[src/design/msp_pkg.sv]
// Shared types and constants for the matrix saddle point finder.
`timescale 1ns / 1ps

package msp_pkg;

  // Fixed field widths of the result transaction
  localparam int IDX_W = 3;
  localparam int VAL_W = 16;

  // At most this many saddle points are reported for one matrix
  localparam int RESULT_LIMIT = 16;
  localparam int HIT_CNT_W    = 5;

  // Entries held between the scanner and the result stage
  localparam int QUEUE_DEPTH = 4;
  localparam int QUEUE_IDX_W = 2;
  localparam int QUEUE_CNT_W = 3;

  typedef enum logic [1:0] {
    ST_LOAD = 2'b01,
    ST_SCAN = 2'b10
  } front_state_t;

  typedef enum logic {
    ENTRY_HIT = 1'b0,
    ENTRY_END = 1'b1
  } entry_kind_t;

  typedef struct packed {
    entry_kind_t             kind;
    logic [IDX_W-1:0]        row;
    logic [IDX_W-1:0]        col;
    logic signed [VAL_W-1:0] value;
  } scan_entry_t;

  typedef struct packed {
    logic        push;
    scan_entry_t entry;
  } queue_wr_t;

  typedef struct packed {
    logic pop_one;
    logic pop_two;
  } queue_rd_t;

  typedef struct packed {
    logic full;
    logic has_one;
    logic has_two;
  } queue_st_t;

endpackage

[src/design/msp_ram.sv]
// Generic single-write, single-read RAM with registered read data.
`timescale 1ns / 1ps

module msp_ram #(
  parameter int WIDTH = 16,
  parameter int DEPTH = 16,
  parameter int AW    = (DEPTH > 1) ? $clog2(DEPTH) : 1
) (
  input  logic             clk,
  input  logic             wr_en,
  input  logic [AW-1:0]    wr_addr,
  input  logic [WIDTH-1:0] wr_data,
  input  logic             rd_en,
  input  logic [AW-1:0]    rd_addr,
  output logic [WIDTH-1:0] rd_data
);

  logic [WIDTH-1:0] mem_r [DEPTH];
  logic [WIDTH-1:0] rd_data_r;

  // Write and registered read
  always_ff @(posedge clk) begin
    if (wr_en) begin
      mem_r[wr_addr] <= wr_data;
    end
    if (rd_en) begin
      rd_data_r <= mem_r[rd_addr];
    end
  end

  assign rd_data = rd_data_r;

endmodule

[src/design/msp_front.sv]
// Front end: loads matrix elements, tracks row minima and column maxima, scans for saddle points.
`timescale 1ns / 1ps

module msp_front
  import msp_pkg::*;
#(
  parameter int ROWS = 4,
  parameter int COLS = 4
) (
  input  logic                    clk,
  input  logic                    rst_n,
  input  logic                    start,
  input  logic signed [VAL_W-1:0] element,
  output logic                    busy,
  output queue_wr_t               q_wr,
  input  logic                    q_full
);

  localparam int CELLS = ROWS * COLS;
  localparam int RW    = (ROWS > 1) ? $clog2(ROWS) : 1;
  localparam int CW    = (COLS > 1) ? $clog2(COLS) : 1;
  localparam int AW    = (CELLS > 1) ? $clog2(CELLS) : 1;

  front_state_t state_r, state_nxt;

  // Load position
  logic [RW-1:0] ld_row_r;
  logic [CW-1:0] ld_col_r;
  logic [AW-1:0] ld_addr_r;

  // Scan read position and compare stage
  logic [RW-1:0]  sc_row_r;
  logic [CW-1:0]  sc_col_r;
  logic [AW-1:0]  sc_addr_r;
  logic           sc_issue_r;
  logic           b_vld_r;
  logic [RW-1:0]  b_row_r;
  logic [CW-1:0]  b_col_r;
  logic [HIT_CNT_W-1:0] hits_r;

  logic signed [VAL_W-1:0] rmin_r [ROWS];
  logic signed [VAL_W-1:0] cmax_r [COLS];

  logic                    accept;
  logic                    scanning;
  logic [RW-1:0]           rmin_idx;
  logic [CW-1:0]           cmax_idx;
  logic signed [VAL_W-1:0] rmin_rd;
  logic signed [VAL_W-1:0] cmax_rd;
  logic [VAL_W-1:0]        ram_q;
  logic signed [VAL_W-1:0] cand;
  logic                    b_hit;
  logic                    stall;
  logic                    push_hit;
  logic                    limit_hit;
  logic                    push_end;
  logic                    rd_en;
  logic                    ld_last_col;
  logic                    ld_last_row;
  logic                    sc_last_col;
  logic                    sc_last_row;

  assign scanning = (state_r == ST_SCAN);
  assign accept   = start && (state_r == ST_LOAD);
  assign busy     = scanning;

  assign ld_last_col = (ld_col_r == CW'(COLS - 1));
  assign ld_last_row = (ld_row_r == RW'(ROWS - 1));
  assign sc_last_col = (sc_col_r == CW'(COLS - 1));
  assign sc_last_row = (sc_row_r == RW'(ROWS - 1));

  // Share one read port on each extreme table between load and scan
  assign rmin_idx = scanning ? b_row_r : ld_row_r;
  assign cmax_idx = scanning ? b_col_r : ld_col_r;
  assign rmin_rd  = rmin_r[rmin_idx];
  assign cmax_rd  = cmax_r[cmax_idx];

  // Classify the element that the RAM returned
  assign cand      = $signed(ram_q);
  assign b_hit     = scanning && b_vld_r && (cand == rmin_rd) && (cand == cmax_rd);
  assign stall     = b_hit && q_full;
  assign push_hit  = b_hit && !q_full;
  assign limit_hit = push_hit && (hits_r == HIT_CNT_W'(RESULT_LIMIT - 1));
  assign push_end  = scanning && !sc_issue_r && !b_vld_r && !q_full;
  assign rd_en     = scanning && sc_issue_r && !stall && !limit_hit;

  msp_ram #(
    .WIDTH (VAL_W),
    .DEPTH (CELLS),
    .AW    (AW)
  ) u_store (
    .clk     (clk),
    .wr_en   (accept),
    .wr_addr (ld_addr_r),
    .wr_data (element),
    .rd_en   (rd_en),
    .rd_addr (sc_addr_r),
    .rd_data (ram_q)
  );

  // Queue write
  always_comb begin
    q_wr.push        = push_hit || push_end;
    q_wr.entry.kind  = push_hit ? ENTRY_HIT : ENTRY_END;
    q_wr.entry.row   = push_hit ? IDX_W'(b_row_r) : '0;
    q_wr.entry.col   = push_hit ? IDX_W'(b_col_r) : '0;
    q_wr.entry.value = push_hit ? cand : '0;
  end

  // Next state
  always_comb begin
    state_nxt = state_r;
    unique case (state_r)
      ST_LOAD: begin
        if (accept && ld_last_col && ld_last_row) begin
          state_nxt = ST_SCAN;
        end
      end
      ST_SCAN: begin
        if (push_end) begin
          state_nxt = ST_LOAD;
        end
      end
      default: state_nxt = ST_LOAD;
    endcase
  end

  // Control registers
  always_ff @(posedge clk) begin
    if (!rst_n) begin
      state_r    <= ST_LOAD;
      ld_row_r   <= '0;
      ld_col_r   <= '0;
      ld_addr_r  <= '0;
      sc_issue_r <= 1'b0;
      b_vld_r    <= 1'b0;
    end else begin
      state_r <= state_nxt;
      // Advance load position
      if (accept) begin
        if (ld_last_col) begin
          ld_col_r <= '0;
          if (ld_last_row) begin
            ld_row_r  <= '0;
            ld_addr_r <= '0;
          end else begin
            ld_row_r  <= ld_row_r + 1'b1;
            ld_addr_r <= ld_addr_r + 1'b1;
          end
        end else begin
          ld_col_r  <= ld_col_r + 1'b1;
          ld_addr_r <= ld_addr_r + 1'b1;
        end
      end
      // Arm, advance or stop the scan
      if (accept && ld_last_col && ld_last_row) begin
        sc_issue_r <= 1'b1;
        b_vld_r    <= 1'b0;
      end else if (limit_hit) begin
        sc_issue_r <= 1'b0;
        b_vld_r    <= 1'b0;
      end else if (scanning && !stall) begin
        b_vld_r <= sc_issue_r;
        if (sc_issue_r && sc_last_col && sc_last_row) begin
          sc_issue_r <= 1'b0;
        end
      end
    end
  end

  // Scan position, hit count and extreme tables
  always_ff @(posedge clk) begin
    if (accept && ld_last_col && ld_last_row) begin
      sc_row_r  <= '0;
      sc_col_r  <= '0;
      sc_addr_r <= '0;
      hits_r    <= '0;
    end else if (scanning) begin
      if (push_hit) begin
        hits_r <= hits_r + 1'b1;
      end
      if (rd_en) begin
        b_row_r   <= sc_row_r;
        b_col_r   <= sc_col_r;
        sc_addr_r <= sc_addr_r + 1'b1;
        if (sc_last_col) begin
          sc_col_r <= '0;
          sc_row_r <= sc_row_r + 1'b1;
        end else begin
          sc_col_r <= sc_col_r + 1'b1;
        end
      end
    end
    if (accept) begin
      if (ld_col_r == '0 || element < rmin_rd) begin
        rmin_r[ld_row_r] <= element;
      end
      if (ld_row_r == '0 || element > cmax_rd) begin
        cmax_r[ld_col_r] <= element;
      end
    end
  end

endmodule

[src/design/msp_queue.sv]
// Short shift queue of scan entries between the scanner and the result stage.
`timescale 1ns / 1ps

module msp_queue
  import msp_pkg::*;
(
  input  logic        clk,
  input  logic        rst_n,
  input  queue_wr_t   wr,
  input  queue_rd_t   rd,
  output queue_st_t   st,
  output scan_entry_t head0,
  output scan_entry_t head1
);

  scan_entry_t slot_r   [QUEUE_DEPTH];
  scan_entry_t slot_nxt [QUEUE_DEPTH];
  logic [QUEUE_CNT_W-1:0] cnt_r, cnt_nxt, cnt_after;
  logic [QUEUE_CNT_W-1:0] pop_n;

  assign pop_n     = rd.pop_two ? QUEUE_CNT_W'(2) : (rd.pop_one ? QUEUE_CNT_W'(1) : '0);
  assign cnt_after = cnt_r - pop_n;
  assign cnt_nxt   = cnt_after + QUEUE_CNT_W'(wr.push);

  // Shift down by the number popped, then append the new entry
  always_comb begin
    for (int k = 0; k < QUEUE_DEPTH; k++) begin
      slot_nxt[k] = slot_r[k];
      if (rd.pop_two) begin
        if (k + 2 < QUEUE_DEPTH) begin
          slot_nxt[k] = slot_r[(k + 2) % QUEUE_DEPTH];
        end
      end else if (rd.pop_one) begin
        if (k + 1 < QUEUE_DEPTH) begin
          slot_nxt[k] = slot_r[(k + 1) % QUEUE_DEPTH];
        end
      end
    end
    if (wr.push) begin
      slot_nxt[cnt_after[QUEUE_IDX_W-1:0]] = wr.entry;
    end
  end

  always_ff @(posedge clk) begin
    if (!rst_n) begin
      cnt_r <= '0;
    end else begin
      cnt_r <= cnt_nxt;
    end
  end

  always_ff @(posedge clk) begin
    for (int k = 0; k < QUEUE_DEPTH; k++) begin
      slot_r[k] <= slot_nxt[k];
    end
  end

  assign st.full    = (cnt_r == QUEUE_CNT_W'(QUEUE_DEPTH));
  assign st.has_one = (cnt_r != '0);
  assign st.has_two = (cnt_r >= QUEUE_CNT_W'(2));
  assign head0      = slot_r[0];
  assign head1      = slot_r[1];

endmodule

[src/design/msp_back.sv]
// Back end: turns scan entries into result transactions and marks the last one.
`timescale 1ns / 1ps

module msp_back
  import msp_pkg::*;
(
  input  logic                    clk,
  input  logic                    rst_n,
  input  queue_st_t               st,
  input  scan_entry_t             head0,
  input  scan_entry_t             head1,
  output queue_rd_t               rd,
  output logic                    out_valid,
  output logic                    out_found,
  output logic [IDX_W-1:0]        out_row_index,
  output logic [IDX_W-1:0]        out_col_index,
  output logic signed [VAL_W-1:0] out_saddle_value,
  output logic                    out_last
);

  logic                    valid_r, valid_nxt;
  logic                    found_r, found_nxt;
  logic [IDX_W-1:0]        row_r, row_nxt;
  logic [IDX_W-1:0]        col_r, col_nxt;
  logic signed [VAL_W-1:0] value_r, value_nxt;
  logic                    last_r, last_nxt;

  // Emit a hit only once the entry behind it is known
  always_comb begin
    rd.pop_one = 1'b0;
    rd.pop_two = 1'b0;
    valid_nxt  = 1'b0;
    found_nxt  = 1'b0;
    row_nxt    = '0;
    col_nxt    = '0;
    value_nxt  = '0;
    last_nxt   = 1'b0;
    if (st.has_one) begin
      if (head0.kind == ENTRY_END) begin
        // matrix without any saddle point
        valid_nxt  = 1'b1;
        last_nxt   = 1'b1;
        rd.pop_one = 1'b1;
      end else if (st.has_two) begin
        valid_nxt = 1'b1;
        found_nxt = 1'b1;
        row_nxt   = head0.row;
        col_nxt   = head0.col;
        value_nxt = head0.value;
        if (head1.kind == ENTRY_END) begin
          last_nxt   = 1'b1;
          rd.pop_two = 1'b1;
        end else begin
          rd.pop_one = 1'b1;
        end
      end
    end
  end

  always_ff @(posedge clk) begin
    if (!rst_n) begin
      valid_r <= 1'b0;
    end else begin
      valid_r <= valid_nxt;
    end
  end

  always_ff @(posedge clk) begin
    found_r <= found_nxt;
    row_r   <= row_nxt;
    col_r   <= col_nxt;
    value_r <= value_nxt;
    last_r  <= last_nxt;
  end

  assign out_valid        = valid_r;
  assign out_found        = found_r;
  assign out_row_index    = row_r;
  assign out_col_index    = col_r;
  assign out_saddle_value = value_r;
  assign out_last         = last_r;

endmodule

[src/design/matrix_saddle_point_finder_top.sv]
// Loading accepts one element per cycle while busy is low; a scan then reads one stored
// element per cycle while busy is high, and stops early once the result limit is reached.
// The scan pauses only while the four-entry result queue is full.
// Reset (synchronous, rst_n low) clears the load position, the state and the queue; the matrix
// store and the row and column extremes are undefined until loaded.
`timescale 1ns / 1ps

module matrix_saddle_point_finder_top
  import msp_pkg::*;
#(
  parameter int ROWS = 4,
  parameter int COLS = 4
) (
  input  logic                    clk,
  input  logic                    rst_n,
  input  logic                    start,
  output logic                    busy,
  input  logic signed [VAL_W-1:0] in_element,
  output logic                    out_valid,
  output logic                    out_found,
  output logic [IDX_W-1:0]        out_row_index,
  output logic [IDX_W-1:0]        out_col_index,
  output logic signed [VAL_W-1:0] out_saddle_value,
  output logic                    out_last
);

  queue_wr_t   q_wr;
  queue_rd_t   q_rd;
  queue_st_t   q_st;
  scan_entry_t q_head0;
  scan_entry_t q_head1;

  msp_front #(
    .ROWS (ROWS),
    .COLS (COLS)
  ) u_front (
    .clk     (clk),
    .rst_n   (rst_n),
    .start   (start),
    .element (in_element),
    .busy    (busy),
    .q_wr    (q_wr),
    .q_full  (q_st.full)
  );

  msp_queue u_queue (
    .clk   (clk),
    .rst_n (rst_n),
    .wr    (q_wr),
    .rd    (q_rd),
    .st    (q_st),
    .head0 (q_head0),
    .head1 (q_head1)
  );

  msp_back u_back (
    .clk              (clk),
    .rst_n            (rst_n),
    .st               (q_st),
    .head0            (q_head0),
    .head1            (q_head1),
    .rd               (q_rd),
    .out_valid        (out_valid),
    .out_found        (out_found),
    .out_row_index    (out_row_index),
    .out_col_index    (out_col_index),
    .out_saddle_value (out_saddle_value),
    .out_last         (out_last)
  );

endmodule

[config.mk]
export PLATFORM = sky130hd
export DESIGN_NAME = matrix_saddle_point_finder_top
export DESIGN_NICKNAME = d
export VERILOG_FILES = /design/src/design/msp_pkg.sv /design/src/design/msp_ram.sv /design/src/design/msp_front.sv /design/src/design/msp_queue.sv /design/src/design/msp_back.sv /design/src/design/matrix_saddle_point_finder_top.sv
export SDC_FILE = /design/constraint.sdc
export NUM_CORES = 1
export LEC_CHECK = 0
export ABC_AREA = 1
export BUFFER_PORTS_ARGS = -buffer_cell sky130_fd_sc_hd__buf_2
export CORE_MARGIN = 4
export CORE_UTILIZATION = 40
export DETAILED_ROUTE_END_ITERATION = 16
export PLACE_DENSITY = 0.63
export REMOVE_ABC_BUFFERS = 1
export SLEW_MARGIN = 5
export SYNTH_ARGS = -nofsm -noshare
export SYNTH_HDL_FRONTEND = slang
export SYNTH_HIERARCHICAL = 1
export SYNTH_SLANG_ARGS = --single-unit
export TNS_END_PERCENT = 100
[constraint.sdc]
create_clock -name clk -period 4.6 [get_ports clk]
set_input_delay 0.92 -clock clk [delete_from_list [all_inputs] [get_ports clk]]
set_output_delay 0.92 -clock clk [all_outputs]
set_load 0.01 [all_outputs]
==> impl_metrics.json <==
{
  "grt_pass1_wl_microns": 106000,
  "synth.cell_area_sq_um": 26170,
  "gp_congestion": 0.9830,
  "path_clk_slew_ns": 0.07,
  "count_of_flip_flops_with_a_built_in_enable_after_synthesis": 427,
  "status": "complete, no violations",
  "crit_family": "simple AND/OR/NAND/NOR gates",
  "route.detailed.vias_per_inst": 4.969,
  "synth.largest_area_cell": "sky130_fd_sc_hd__edfxtp_1",
  "cts.hold.buffers_added": 0,
  "cts_max_level": 2,
  "drt_pre_antenna_iters": 5,
  "comb_power_share_pct": 6.2,
  "final_util_pct": 45.12,
  "largest_incremental_delay_on_the_critical_path_ns": 0.55,
  "p_per_area_nw_per_um2": 365.7,
  "finalMaxSlewViolations": 0,
  "grt.total_usage_pct": 19.19,
  "max-cap-violations": 0,
  "sequentialPowerShare_pct": 51.2,
  "power.ir.vdd_worst_v": 0.0003423,
  "ant_nets": 0,
  "rr_startpoint": "u_front/state_r[1]$_SDFFE_PN0P_",
  "core_sq_um": 64580,
  "hold-path-endpoint": "u_back/out_saddle_value[6]$_SDFF_PP0_",
  "max_freq_mhz": 242.1,
  "insertion_delay_ns": 0.63,
  "globalRoute.busiestLayer": "met2",
  "syn_area_per_cell_sq_um": 8.986,
  "cts.sinks": 549,
  "clock_tree.root_cell": "sky130_fd_sc_hd__clkbuf_16",
  "startpoint_of_the_lowest_slack_hold_path": "u_queue/slot_r[0][6]$_DFF_P_",
  "grt_setup_unrepaired": "no",
  "power.clock.fraction_pct": 42.5,
  "antenna_found_initial": 0,
  "path_buf_inv": 3,
  "critical_path.endpoint_type": "flip-flop",
  "numPlacedInstances": 3754,
  "detailedPlacementHpwl_microns": 44730,
  "areaGrowthSynthToFinish_pct": 11.36,
  "timing.critical_path.slowest_stage_cell": "sky130_fd_sc_hd__dfxtp_1",
  "yosysTopAreaCellShare_pct": 49.00,
  "p_leak_nw": 13.31,
  "synth-seq-area-share_pct": 58.33,
  "nFillCells": 6190,
  "grt_util_met1_pct": 26.42,
  "p_int_mw": 8.239,
  "path_class": "flip-flop to flip-flop",
  "critical_path_peak_fanout": 23,
  "syn_inst_count": 2912,
  "tritoncts": "yes",
  "r2r_setup_slack_ns": 0.47,
  "starting_utilization_of_the_core_area_pct": 40.52,
  "ys_async_sr_fraction_pct": 0,
  "drc": 0,
  "grt.met3_usage_pct": 2.654,
  "grt_pass1_vias": 18180,
  "dr_total_vias": 19180,
  "slew-limit-headroom_pct": 31.97,
  "timing.critical_path.depth": 18,
  "core.rowCount": 93,
  "use_met2_pct": 31.52,
  "power_mw": 10.66,
  "final-hold-violation-count": 0,
  "die_area_sq_um": 69570,
  "final_cells": 3860,
  "critPathMostFrequentCell": "sky130_fd_sc_hd__nand2_1",
  "worst_hold_path.num_cells": 2,
  "die_width_microns": 263.8,
  "die-height_microns": 263.8,
  "reg2regPathDepth": 18,
  "antenna-diode-count": 0,
  "ys_ff_latch": 549,
  "grt_max_degree": 92,
  "final_layout_size_suffix_gt1_share_pct": 10.35,
  "yosys_warnings": 6,
  "globalRouteOverflowTotal": 0,
  "cts_buffer_count": 56,
  "synthTopCellsByArea": "sky130_fd_sc_hd__edfxtp_1 49%, sky130_fd_sc_hd__nand2_1 12%, sky130_fd_sc_hd__dfxtp_1 9.3%, sky130_fd_sc_hd__nand3_1 7.6%, sky130_fd_sc_hd__inv_1 6.2%",
  "switching_power_mw": 2.418,
  "final.period_utilization_pct": 89.81,
  "setup_viol_count_final": 0,
  "sw_frac_of_total_pct": 22.69,
  "crit_required_ns": 4.91,
  "min_path_type": "flip-flop to flip-flop",
  "avgRoutedWirePerCell_microns": 17.69,
  "arrival_ns": 4.44,
  "synth_flop_cell": "sky130_fd_sc_hd__edfxtp_1",
  "skew_ns": 0.03179,
  "fin_crit_ns": 4.131,
  "cp_cell_sequence": "nand2_8 > nand2_2 > nand2_1 > buf_4 > nand2_1 > nand3_1 > nand2_1 > xor2_1 > nand2_1 > nor2_1 > nand2_1 > nor2_4 > nand3_2 > inv_1 > or2_2 > nand2_1 > nor2_4 > buf_12",
  "routed_wirelength_microns": 68300,
  "worst-slew-pin-transition_ns": 1.020,
  "port_buffers": 44,
  "ys_types": 45,
  "io_pins": 45,
  "startpoint_type": "flip-flop",
  "design.final.nets": 3024,
  "area.sequential_sq_um": 15270,
  "max-clock-path-buffers": 3,
  "drtIter0Drc": 1636,
  "multi_input_area_sq_um": 8461
}
## per-stage QoR
step | setup WS, ns | TNS (ns) | hold WS, ns | instance area (sq um)
after global placement | 0.3201 | 0 | 0.4256 | 27270
final | 0.4689 | 0 | 0.4322 | 29140
after CTS | 0.2849 | 0 | 0.4311 | 29110
after global routing | 0.01366 | 0 | 0.4560 | 29140
after detailed placement | 0.3052 | 0 | 0.4205 | 27270
after floorplan | -2.515 | -185.97 | 0.4083 | 25410
## metal layers
metal / part of all wire [%] / vias to the layer above / wire (microns)
met2: 47 / 578 / 31860
met5: 0 / - / 0
li1: - / 9474 / -
met4: 3.2 / 0 / 2158
met3: 5.7 / 128 / 3915
met1: 44 / 9001 / 30360
## power by group through the flow
stage / logic, mW / clock network, mW / registers, mW
after global placement: 0.654 / 0 / 5.56
after global routing: 0.744 / 4.86 / 5.46
after CTS: 0.659 / 4.65 / 5.46
after floorplan: 0.397 / 0 / 5.56
after detailed placement: 0.656 / 0 / 5.57
final: 0.664 / 4.53 / 5.46
## cells by family after synthesis
family	share of synthesized area [%]
DFF	58.33
xor gates and xnor gates	0.3300
buffers and inverters	9.534
and+or+nand+nor	26.79
muxes	0.03825
adders and majority gates	2.276
other	0.01433
AOI/OAI and AO/OA	2.682
## final cells by class
class                           count  area share [%]
Sequential cell                   549           52.40
Multi-Input combinational cell   1779           29.03
Inverter                          460           5.938
Clock buffer                       80           5.397
Tap cell                          855           3.671
Timing Repair Buffer              112           2.636
Clock inverter                     25          0.9231
## cell usage after synthesis, types with 2 or more instances
cell                       count
sky130_fd_sc_hd__o21a_1        2
sky130_fd_sc_hd__clkbuf_1     24
sky130_fd_sc_hd__nand2_1     870
sky130_fd_sc_hd__edfxtp_1    427
sky130_fd_sc_hd__or2_2         3
sky130_fd_sc_hd__o21ai_0      13
sky130_fd_sc_hd__nand3b_1      4
sky130_fd_sc_hd__nand2_4       2
sky130_fd_sc_hd__o21ai_1      30
sky130_fd_sc_hd__dfxtp_1     122
sky130_fd_sc_hd__buf_2        57
sky130_fd_sc_hd__inv_2        24
sky130_fd_sc_hd__inv_1       435
sky130_fd_sc_hd__nand3_4       4
sky130_fd_sc_hd__nor3_1       11
sky130_fd_sc_hd__nand3_1     397
sky130_fd_sc_hd__nand4_1      42
sky130_fd_sc_hd__a21oi_2       2
sky130_fd_sc_hd__nor2_4        5
sky130_fd_sc_hd__buf_6        15
sky130_fd_sc_hd__nand3_2      24
sky130_fd_sc_hd__nor2_2       18
sky130_fd_sc_hd__a211oi_1      2
sky130_fd_sc_hd__xnor2_1       2
sky130_fd_sc_hd__ha_1         46
sky130_fd_sc_hd__a21oi_1      73
sky130_fd_sc_hd__o21ai_4       3
sky130_fd_sc_hd__nand2_2      23
sky130_fd_sc_hd__xor2_1        6
sky130_fd_sc_hd__buf_4        29
sky130_fd_sc_hd__nor2_1      179
sky130_fd_sc_hd__nor4_1        5
## how the worst max path moves through the flow
stage	startpoint	endpoint	slack [ns]
final	u_front/state_r[1]$_SDFFE_PN0P_	flip-flop	0.47
after global routing	u_front/state_r[1]$_SDFFE_PN0P_	u_queue/slot_r[1][6]$_DFF_P_	0.01
after CTS	u_front/state_r[1]$_SDFFE_PN0P_	u_front/cmax_r[3][1]$_DFFE_PP_	0.28
after detailed placement	u_front/state_r[1]$_SDFFE_PN0P_	u_front/cmax_r[3][1]$_DFFE_PP_	0.31
after global placement	u_front/state_r[1]$_SDFFE_PN0P_	u_front/cmax_r[3][1]$_DFFE_PP_	0.32
after floorplan	u_queue/cnt_r[1]$_SDFF_PN0_	flip-flop	-2.51
## worst register-to-register path, stage by stage (launching register included)
cell and delay, ns:
sky130_fd_sc_hd__dfxtp_1 0.55, sky130_fd_sc_hd__nand2_8 0.18, sky130_fd_sc_hd__nand2_2 0.29, sky130_fd_sc_hd__nand2_1 0.12
sky130_fd_sc_hd__buf_4 0.23, sky130_fd_sc_hd__nand2_1 0.09, sky130_fd_sc_hd__nand3_1 0.07, sky130_fd_sc_hd__nand2_1 0.16
sky130_fd_sc_hd__xor2_1 0.35, sky130_fd_sc_hd__nand2_1 0.10, sky130_fd_sc_hd__nor2_1 0.12, sky130_fd_sc_hd__nand2_1 0.10
sky130_fd_sc_hd__nor2_4 0.12, sky130_fd_sc_hd__nand3_2 0.15, sky130_fd_sc_hd__inv_1 0.14, sky130_fd_sc_hd__or2_2 0.35
sky130_fd_sc_hd__nand2_1 0.20, sky130_fd_sc_hd__nor2_4 0.28, sky130_fd_sc_hd__buf_12 0.21
## state kept, by name (all words and copies together), names as in the netlist, 2 cells and up, named ones only
register,count
u_back/out_col_index,3
u_back/out_row_index,3
u_back/out_saddle_value,16
u_front/b_col_r,2
u_front/b_row_r,2
u_front/cmax_r,64
u_front/hits_r,5
u_front/ld_addr_r,4
u_front/ld_col_r,2
u_front/ld_row_r,2
u_front/rmin_r,64
u_front/sc_addr_r,4
u_front/sc_col_r,2
u_front/sc_row_r,2
u_front/state_r,2
u_front/u_store/mem_r,256
u_front/u_store/rd_data,16
u_queue/cnt_r,3
u_queue/slot_r,69
## layout by cell type (no fill, tap or decap), types with 3 or more instances in the layout
master and n:
sky130_fd_sc_hd__a21oi_1 73, sky130_fd_sc_hd__buf_12 3, sky130_fd_sc_hd__buf_2 44, sky130_fd_sc_hd__buf_4 65
sky130_fd_sc_hd__bufinv_16 4, sky130_fd_sc_hd__clkbuf_1 17, sky130_fd_sc_hd__clkbuf_16 57, sky130_fd_sc_hd__clkbuf_8 6
sky130_fd_sc_hd__clkinv_1 8, sky130_fd_sc_hd__clkinv_2 11, sky130_fd_sc_hd__dfxtp_1 120, sky130_fd_sc_hd__edfxtp_1 427
sky130_fd_sc_hd__ha_1 46, sky130_fd_sc_hd__inv_1 435, sky130_fd_sc_hd__inv_2 23, sky130_fd_sc_hd__nand2_1 869
sky130_fd_sc_hd__nand2_2 24, sky130_fd_sc_hd__nand3_1 397, sky130_fd_sc_hd__nand3_2 24, sky130_fd_sc_hd__nand3_4 5
sky130_fd_sc_hd__nand3b_1 4, sky130_fd_sc_hd__nand4_1 42, sky130_fd_sc_hd__nor2_1 176, sky130_fd_sc_hd__nor2_2 19
sky130_fd_sc_hd__nor2_4 7, sky130_fd_sc_hd__nor3_1 11, sky130_fd_sc_hd__nor4_1 5, sky130_fd_sc_hd__o21ai_0 12
sky130_fd_sc_hd__o21ai_1 30, sky130_fd_sc_hd__o21ai_4 4, sky130_fd_sc_hd__or2_2 3, sky130_fd_sc_hd__xor2_1 6
## repair_timing
item | CTS | global route
buffers inserted | 0 | 0
endpoints found under the setup margin | 0 | 46
resized for setup | 0 | 4
No activity file was read; power rests on OpenSTA's default activity.
